**src/rtl/pdf_pkg.sv**
```systemverilog
// Shared types and constants for the packet duplicate filter.
// Used by every module of the block; no dependencies of its own.
package pdf_pkg;

  localparam int ENTRIES = 64;
  localparam int IDX_W = (ENTRIES > 1) ? $clog2(ENTRIES) : 1;
  localparam logic [IDX_W-1:0] LAST_IDX = IDX_W'(ENTRIES - 1);

  localparam int HEAD_W = 8;
  localparam int REST_W = 64;
  localparam int SEQ_W = 32;
  localparam int TIME_W = 32;
  localparam int EXP_W = 16;
  localparam int STATUS_W = 3;

  localparam logic [EXP_W-1:0] EXPIRE_RESET = EXP_W'(100);

  localparam logic [STATUS_W-1:0] ST_INSERTED = 3'd0;
  localparam logic [STATUS_W-1:0] ST_REPLACED = 3'd1;
  localparam logic [STATUS_W-1:0] ST_REJECTED = 3'd2;
  localparam logic [STATUS_W-1:0] ST_FULL = 3'd3;
  localparam logic [STATUS_W-1:0] ST_QUERY = 3'd4;

  localparam logic MODE_INSERT = 1'b0;
  localparam logic MODE_QUERY = 1'b1;

  typedef struct packed {
    logic [HEAD_W-1:0] head;
    logic [REST_W-1:0] rest;
    logic [SEQ_W-1:0] seq;
    logic [TIME_W-1:0] stamp;
  } entry_t;

  typedef struct packed {
    logic en;
    logic [IDX_W-1:0] addr;
    entry_t data;
  } wr_req_t;

  typedef struct packed {
    logic key_eq;
    logic expired;
    logic seq_ge;
  } cmp_t;

endpackage

```
**src/rtl/pdf_cmp.sv**
```systemverilog
// Shared compare unit: key match, expiry age test and sequence compare
// against one stored entry per cycle. Depends on pdf_pkg.
module pdf_cmp (
  input  pdf_pkg::entry_t                 entry,
  input  logic [pdf_pkg::HEAD_W-1:0]      head,
  input  logic [pdf_pkg::REST_W-1:0]      rest,
  input  logic [pdf_pkg::SEQ_W-1:0]       seqno,
  input  logic [pdf_pkg::TIME_W-1:0]      now,
  input  logic [pdf_pkg::EXP_W-1:0]       expire_seconds,
  output pdf_pkg::cmp_t                   res
);
  import pdf_pkg::*;

  logic [TIME_W-1:0] age;

  // age wraps modulo 2^32, so a stamp ahead of now reads as very old
  assign age = now - entry.stamp;

  always_comb begin
    res.key_eq = (entry.head == head) && (entry.rest == rest);
    res.expired = age > TIME_W'(expire_seconds);
    res.seq_ge = entry.seq >= seqno;
  end

endmodule

```
**src/rtl/pdf_ctrl.sv**
```systemverilog
// Sequencer of the duplicate filter: holds the item, walks the table one
// entry a cycle through the compare unit, decides, writes back and holds
// the result. Depends on pdf_pkg and pdf_cmp.
module pdf_ctrl (
  input  logic                          clk,
  input  logic                          rst,
  input  logic                          in_valid,
  output logic                          in_stall,
  input  logic                          mode,
  input  logic [pdf_pkg::HEAD_W-1:0]    plate_head,
  input  logic [pdf_pkg::REST_W-1:0]    plate_rest,
  input  logic [pdf_pkg::SEQ_W-1:0]     seqno,
  input  logic [pdf_pkg::TIME_W-1:0]    stamp,
  input  logic [pdf_pkg::TIME_W-1:0]    now,
  input  logic [pdf_pkg::EXP_W-1:0]     expire_seconds,
  output logic [pdf_pkg::IDX_W-1:0]     rd_addr,
  input  pdf_pkg::entry_t               rd_data,
  input  logic                          rd_vbit,
  output pdf_pkg::wr_req_t              wr,
  output logic                          out_valid,
  input  logic                          out_stall,
  output logic [pdf_pkg::STATUS_W-1:0]  status,
  output logic                          seen
);
  import pdf_pkg::*;

  localparam logic [1:0] S_IDLE = 2'd0;
  localparam logic [1:0] S_SCAN = 2'd1;
  localparam logic [1:0] S_LAST = 2'd2;
  localparam logic [1:0] S_DECIDE = 2'd3;

  logic [1:0] state;
  logic [1:0] state_next;

  // held item
  logic item_mode;
  logic [HEAD_W-1:0] item_head;
  logic [REST_W-1:0] item_rest;
  logic [SEQ_W-1:0] item_seq;
  logic [TIME_W-1:0] item_stamp;
  logic [TIME_W-1:0] item_now;

  logic [IDX_W-1:0] scan_idx;
  logic [IDX_W-1:0] rd_idx;
  logic rd_live;

  logic hit;
  logic [IDX_W-1:0] hit_idx;
  logic hit_expired;
  logic hit_seq_ge;
  logic free;
  logic [IDX_W-1:0] free_idx;

  cmp_t cmp;
  logic in_xfer;
  logic out_load;
  logic [STATUS_W-1:0] status_next;
  logic seen_next;

  pdf_cmp u_cmp (
    .entry          (rd_data),
    .head           (item_head),
    .rest           (item_rest),
    .seqno          (item_seq),
    .now            (item_now),
    .expire_seconds (expire_seconds),
    .res            (cmp)
  );

  assign in_stall = (state != S_IDLE);
  assign in_xfer = in_valid && !in_stall;
  assign rd_addr = scan_idx;
  assign out_load = (state == S_DECIDE) && (!out_valid || !out_stall);

  always_comb begin
    state_next = state;
    unique case (state)
      S_IDLE:   if (in_xfer) state_next = S_SCAN;
      S_SCAN:   if (scan_idx == LAST_IDX) state_next = S_LAST;
      S_LAST:   state_next = S_DECIDE;
      S_DECIDE: if (out_load) state_next = S_IDLE;
      default:  state_next = S_IDLE;
    endcase
  end

  // decision on the scan results
  always_comb begin
    wr.en = 1'b0;
    wr.addr = free_idx;
    wr.data.head = item_head;
    wr.data.rest = item_rest;
    wr.data.seq = item_seq;
    wr.data.stamp = item_stamp;
    seen_next = 1'b0;
    status_next = ST_FULL;
    if (item_mode == MODE_QUERY) begin
      status_next = ST_QUERY;
      seen_next = hit && !hit_expired && hit_seq_ge;
    end else if (hit) begin
      wr.addr = hit_idx;
      if (hit_expired || !hit_seq_ge) begin
        wr.en = out_load;
        status_next = ST_REPLACED;
      end else begin
        status_next = ST_REJECTED;
      end
    end else if (free) begin
      wr.en = out_load;
      status_next = ST_INSERTED;
    end
  end

  always_ff @(posedge clk) begin
    if (rst) begin
      state <= S_IDLE;
      scan_idx <= '0;
      rd_live <= 1'b0;
      hit <= 1'b0;
      free <= 1'b0;
      out_valid <= 1'b0;
    end else begin
      state <= state_next;
      rd_live <= (state == S_SCAN);
      if (in_xfer) begin
        scan_idx <= '0;
        hit <= 1'b0;
        free <= 1'b0;
      end else begin
        if (state == S_SCAN) begin
          scan_idx <= scan_idx + 1'b1;
        end
        if (rd_live) begin
          // keep the lowest-index match and the lowest free slot
          if (rd_vbit && cmp.key_eq && !hit) begin
            hit <= 1'b1;
          end
          if (!rd_vbit && !free) begin
            free <= 1'b1;
          end
        end
      end
      if (out_load) begin
        out_valid <= 1'b1;
      end else if (!out_stall) begin
        out_valid <= 1'b0;
      end
    end
  end

  always_ff @(posedge clk) begin
    rd_idx <= scan_idx;
    if (in_xfer) begin
      item_mode <= mode;
      item_head <= plate_head;
      item_rest <= plate_rest;
      item_seq <= seqno;
      item_stamp <= stamp;
      item_now <= now;
    end
    if (rd_live && rd_vbit && cmp.key_eq && !hit) begin
      hit_idx <= rd_idx;
      hit_expired <= cmp.expired;
      hit_seq_ge <= cmp.seq_ge;
    end
    if (rd_live && !rd_vbit && !free) begin
      free_idx <= rd_idx;
    end
    if (out_load) begin
      status <= status_next;
      seen <= seen_next;
    end
  end

endmodule

```
**config.mk**
```make
export PLATFORM = sky130hd
export DESIGN_NAME = pdf_ctrl
export DESIGN_NICKNAME = d
export VERILOG_FILES = /design/src/rtl/pdf_pkg.sv /design/src/rtl/pdf_cmp.sv /design/src/rtl/pdf_ctrl.sv
export SDC_FILE = /design/constraint.sdc
export NUM_CORES = 1
export LEC_CHECK = 0
export BUFFER_PORTS_ARGS = -buffer_cell sky130_fd_sc_hd__buf_2
export CORE_AREA = 2 2 189 191
export CTS_CLUSTER_DIAMETER = 100
export CTS_CLUSTER_SIZE = 24
export DETAILED_ROUTE_END_ITERATION = 8
export DIE_AREA = 0 0 191 193
export HOLD_SLACK_MARGIN = 0.02
export PLACE_DENSITY = 0.53
export SETUP_SLACK_MARGIN = 0.5
export SLEW_MARGIN = 5
export SYNTH_ARGS = -nofsm -noshare
export SYNTH_HDL_FRONTEND = slang
export SYNTH_SLANG_ARGS = --single-unit
```
**constraint.sdc**
```tcl
create_clock -name clk -period 7 [get_ports clk]
set_input_delay 1.4 -clock clk [delete_from_list [all_inputs] [get_ports clk]]
set_output_delay 1.4 -clock clk [all_outputs]
set_load 0.005 [all_outputs]
```
* After elaboration in Yosys (flattened, before gate mapping)
Cells that the tools add are included.
** Word-level totals
- Bits of input ports :: 326
- Register bits :: 205
** Operators by class
- $lt $le $gt $ge :: 2
- Mux-type cells :: 14
- $add $sub $neg :: 2
- Reduce and logical (&&, ||, !) cells :: 29
- Eq/ne operators :: 10
** Operators with widths (count)
- $eq A64 B64 Y1 :: 1
- $ge A32 B32 Y1 :: 1
- $gt A32 B16 Y1 :: 1
- $sub A32 B32 Y32 :: 1
- $logic_and A1 B1 Y1 :: 13
- $mux W2 :: 5
- $eq A8 B8 Y1 :: 1
- $logic_not A1 Y1 :: 8
- $pmux W2 S4 :: 1
- $mux W7 :: 1
- $add A6 B1 Y6 const B :: 1
- $eq A6 B6 Y1 const B :: 1
- $mux W6 :: 1
- $ne A2 B2 Y1 const B :: 3
- $mux W1 :: 5
- $eq A2 B2 Y1 const B :: 2
- $reduce_and A2 Y1 :: 2
- $mux W3 :: 1
- $reduce_and A3 Y1 :: 1
- $eq A2 B1 Y1 const B :: 1
- $logic_not A2 Y1 :: 1
- $logic_or A1 B1 Y1 :: 2
- $ne A2 B1 Y1 const B :: 1
- $reduce_bool A2 Y1 :: 1
- $reduce_or A2 Y1 :: 1

* Logic depth before layout (Yosys ltp)
- Word-level depth :: 6
- Gate-level depth with buffers :: 19

* Modules after synthesis
A second synthesis with hierarchy kept.
** Second synthesis, totals
- Cells, all modules :: 813
- Area, all modules :: 10218.6 µm²
** Modules (own cells, without submodules)
- pdf_ctrl :: times used 1, cells an instance 275, seq. area each 5975.7 µm², area an instance 6447.4 µm²
- pdf_cmp :: times used 1, cells an instance 538, seq. area each 0.0 µm², area an instance 3771.1 µm²

* Worst setup path before layout
No wires, ideal clock.
- Path type :: input to register
- Start :: in in_valid
- End :: reg free
- Data required time :: 6876 ps
- Path slack :: 849 ps
- Setup time :: 124 ps
- Stages :: 4
- Arrival :: 6027 ps
- Path through :: and2_1 or2_2 clkbuf_1 nor2_1
** On the way
- Longest elaborated chain between the ends :: 2
** Ends and longest elaborated chain
- start: declaration :: RTL line pdf_ctrl.sv:7 : input logic in_valid,
- $logic_and A1 B1 Y1 :: RTL line pdf_ctrl.sv:71 : assign in_xfer = in_valid && !in_stall;
- $reduce_or A2 Y1 (no line)
- end signal: assignment :: RTL line pdf_ctrl.sv:119 : free <= 1'b0;
- end signal: assignment :: RTL line pdf_ctrl.sv:127 : free <= 1'b0;
- end signal: assignment :: RTL line pdf_ctrl.sv:138 : free <= 1'b1;
- end: declaration :: RTL line pdf_ctrl.sv:51 : logic free;
Every way passes these cells.
A chain may end at the register's enable or synchronous reset.

==> impl_metrics.py <==
metrics = {
    "status": {
        "outcome": "finished, final reports clean",
    },
    "worst_setup_path": {
        "crit_type": "input port to register",
        "end_kind": "register",
        "crit_required_ns": 7.23,
        "r2r_cells": 16,
        "arrival_ns": 5.27,
        "worst_setup_path_start_kind": "input port",
        "path_max_fanout": 3,
        "startpoint": "rd_data[1]",
        "r2r-start": "item_now[1]",
    },
    "clock_network": {
        "cts_resized": 0,
        "clock_sinks": 205,
        "cts_buffer_depth": 3,
        "cts_tree": "done",
        "clock_latency_ns": 0.52,
        "cts.root.buffer_cell": "clkbuf_16",
        "post_cts_buffers": 0,
        "cts_hold_buf": 0,
        "path_clk_slew_ns": 0.09,
        "htree_levels": 1,
        "cts_buffers": 15,
    },
    "route": {
        "drtAntennaViolNets": 0,
        "wl_per_cell_microns": 19.2,
        "num_vias": 8049,
        "wl_microns": 34200,
        "firstDrtPassIters": 5,
        "vias_per_cell": 4.51,
        "drtIter0Drc": 340,
        "drcViolationCount": 0,
    },
    "global_route": {
        "first_global_vias": 8149,
        "grtUsageTotal_pct": 17.8,
        "grt-ovfl-total": 0,
        "grt_pass1_wl_microns": 48600,
        "grt_start_max_net_pins": 118,
        "antenna_found_initial": 11,
    },
    "layout": {
        "final_core_util_pct": 39.4,
        "regArea_sq_um": 5980,
        "multi_input_area_sq_um": 3890,
        "layout.cells.non_filler": 1785,
        "drive_above_1_share_pct": 39.7,
        "layout.nets": 1723,
        "synthToLayoutAreaGrowth_pct": 34.2,
        "fillCellCount": 3515,
    },
    "floorplanning": {
        "die_h_microns": 193,
        "die_w_microns": 191,
        "dieArea_sq_um": 36900,
        "num_io_pins": 481,
        "num_rows": 69,
        "start_util_pct": 29.4,
        "fp.coreArea_sq_um": 35000,
    },
    "synth": {
        "yosysWarnings": 0,
        "synth.ff_latch_count": 205,
        "synth.most_common_cell": "edfxtp_1",
        "synthesis.area_sq_um": 10300,
        "synth-compound-area-share_pct": 10.2,
        "muxShareOfSynthArea_pct": 1.05,
        "synth.top_cell.area_share_pct": 54.7,
        "async_reset_ff_share_pct": 0,
        "ys.flop_type": "edfxtp_1",
        "seq_area_frac_synth_pct": 58.2,
        "synth_top_area_cell": "edfxtp_1",
        "synth_fa_ha_area_share_pct": 10.6,
        "synth-simple-area-share_pct": 7.99,
        "synth_common_cells": "edfxtp_1 (187), inv_1 (101), ha_1 (85)",
        "synth.distinct_cells": 52,
        "synth-edff-count": 187,
        "synthesis.nets": 1231,
        "synthCells": 819,
        "synth_top_family_by_area": "adder cells",
        "synthTopCellsByArea": "edfxtp_1 (55%), ha_1 (10%), xnor2_1 (5.5%), inv_1 (3.7%), dfxtp_1 (3.5%)",
        "avgSynthCellArea_sq_um": 12.5,
        "synth-xor-area-share_pct": 8.02,
    },
    "sta": {
        "drv_slew": 0,
        "rsz0062_at_grt": "false",
        "final_hold_viol_count": 0,
        "max_freq_mhz": 198,
        "timing.hold.ws_ns": 0.408,
        "finalClockSkew_ns": 0.0394,
        "worst_pin_slew_ns": 0.981,
        "post-route-period-util_pct": 72.1,
        "setup_violations": 0,
        "slew_headroom_pct": 34.4,
        "final.setup.tns_ns": 0,
        "min_period_ns": 5.05,
        "postLayoutSetupSlackWorst_ns": 1.95,
    },
    "hold_path": {
        "hold_class": "register to register",
        "hp-start": "rd_addr[1]",
        "whs_path_depth": 0,
    },
    "pwr": {
        "powerDensity_nw_per_um2": 303,
        "p_leak_nw": 6.28,
        "ir_worst_vdd_v": 0.000226,
    },
    "placement": {
        "port_buffers": 480,
        "dp_hpwl_microns": 28600,
        "place_congestion": 0.912,
        "dp_slack_ns": 1.46,
        "dp.cells": 1755,
    },
    "job": {
        "maxCapViolations": 0,
    },
}
flip-flops by register name (all words and copies together), names as in the netlist, 2 cells and up:
name,flops
item_now,32
rd_idx,6
state,2
rd_addr,6
item_seq,32
item_stamp,32
status,3
hit_idx,6
free_idx,6
item_rest,64
item_head,8
report_power, final:
part	switching (mW)	internal [mW]
Sequential	0.148	1.67
Combinational	0.775	0.611
Clock	0.502	0.462
placed cells by master, fill, tap and decap left out, types with 3 or more instances in the layout:
cell type / netlist / layout
nand2_1: 29 / 29
mux2i_1: 4 / 4
nor3_1: 5 / 5
buf_2: 0 / 480
a21o_1: 30 / 30
o21bai_1: 8 / 8
o2111ai_1: 3 / 3
o211ai_1: 3 / 3
xor2_1: 29 / 29
o21ai_0: 23 / 23
o21a_1: 5 / 5
nor2b_1: 12 / 12
a21oi_1: 53 / 53
diode_2: 0 / 4
nand4_1: 33 / 33
nor2_1: 30 / 30
or3_1: 5 / 5
mux2_2: 6 / 6
nand3_1: 7 / 7
edfxtp_1: 187 / 187
nand2b_1: 9 / 9
dfxtp_1: 18 / 18
a211oi_1: 6 / 6
clkbuf_1: 7 / 3
a31oi_1: 4 / 4
nor4_1: 11 / 10
clkbuf_16: 0 / 15
inv_1: 101 / 101
xnor2_1: 65 / 65
ha_1: 85 / 85
or2_2: 4 / 4
kinds of logic after synthesis:
kind of cell / count (synthesis)
fa+ha+maj: 86
compound gates: 161
xor+xnor: 94
flops: 205
mux: 10
simple gates: 155
buf+inv: 108
per-layer routing:
| layer | vias up | track usage (%) | wire length [microns] |
|---|---|---|---|
| li1 | 3975 | - | - |
| met1 | 3721 | 20.5 | 13000 |
| met2 | 273 | 31.5 | 17300 |
| met3 | 66 | 5.39 | 2610 |
| met4 | 14 | 6.17 | 1250 |
| met5 | - | 0 | 85 |
worst paths after layout:
kind	endpoint	slack, ns
worst max-delay path	hit_expired	1.95
worst min-delay path	rd_idx[1]	0.41
worst max register to register	hit_expired	2.59
worst min register to register	rd_idx[1]	0.41
area by class of cell:
| cell class | count | area share (%) |
|---|---|---|
| clock buffers | 18 | 2.81 |
| flip-flops and latches | 205 | 43.4 |
| well taps | 461 | 4.19 |
| repair buffers | 482 | 17.6 |
| inverters | 101 | 2.75 |
| diodes | 4 | 0.0726 |
| clock inverters | 8 | 0.908 |
| multi-input cells | 506 | 28.3 |
stage by stage:
step | power [mW] | instance area [sq um]
global placement | 3.23 | 13300
detailed placement | 3.25 | 13300
finish | 4.17 | 13800
floorplan | 2.67 | 10300
CTS | 4.24 | 13800
global route | 4.44 | 13800
critical path, stage by stage:
cell and delay, ns:
buf_2 0.11, inv_1 0.05, ha_1 0.26, nor2b_1 0.17, o2111ai_1 0.16, a21oi_1 0.37, o21bai_1 0.16, o21ai_0 0.32
a21o_1 0.17, a21oi_1 0.07, xnor2_1 0.14, ha_1 0.30, nand4_1 0.13, or4_1 0.55, a211oi_1 0.37, o2111ai_1 0.18
nor4_1 0.25, nand4_1 0.12
(Power assumes the default switching activity.)
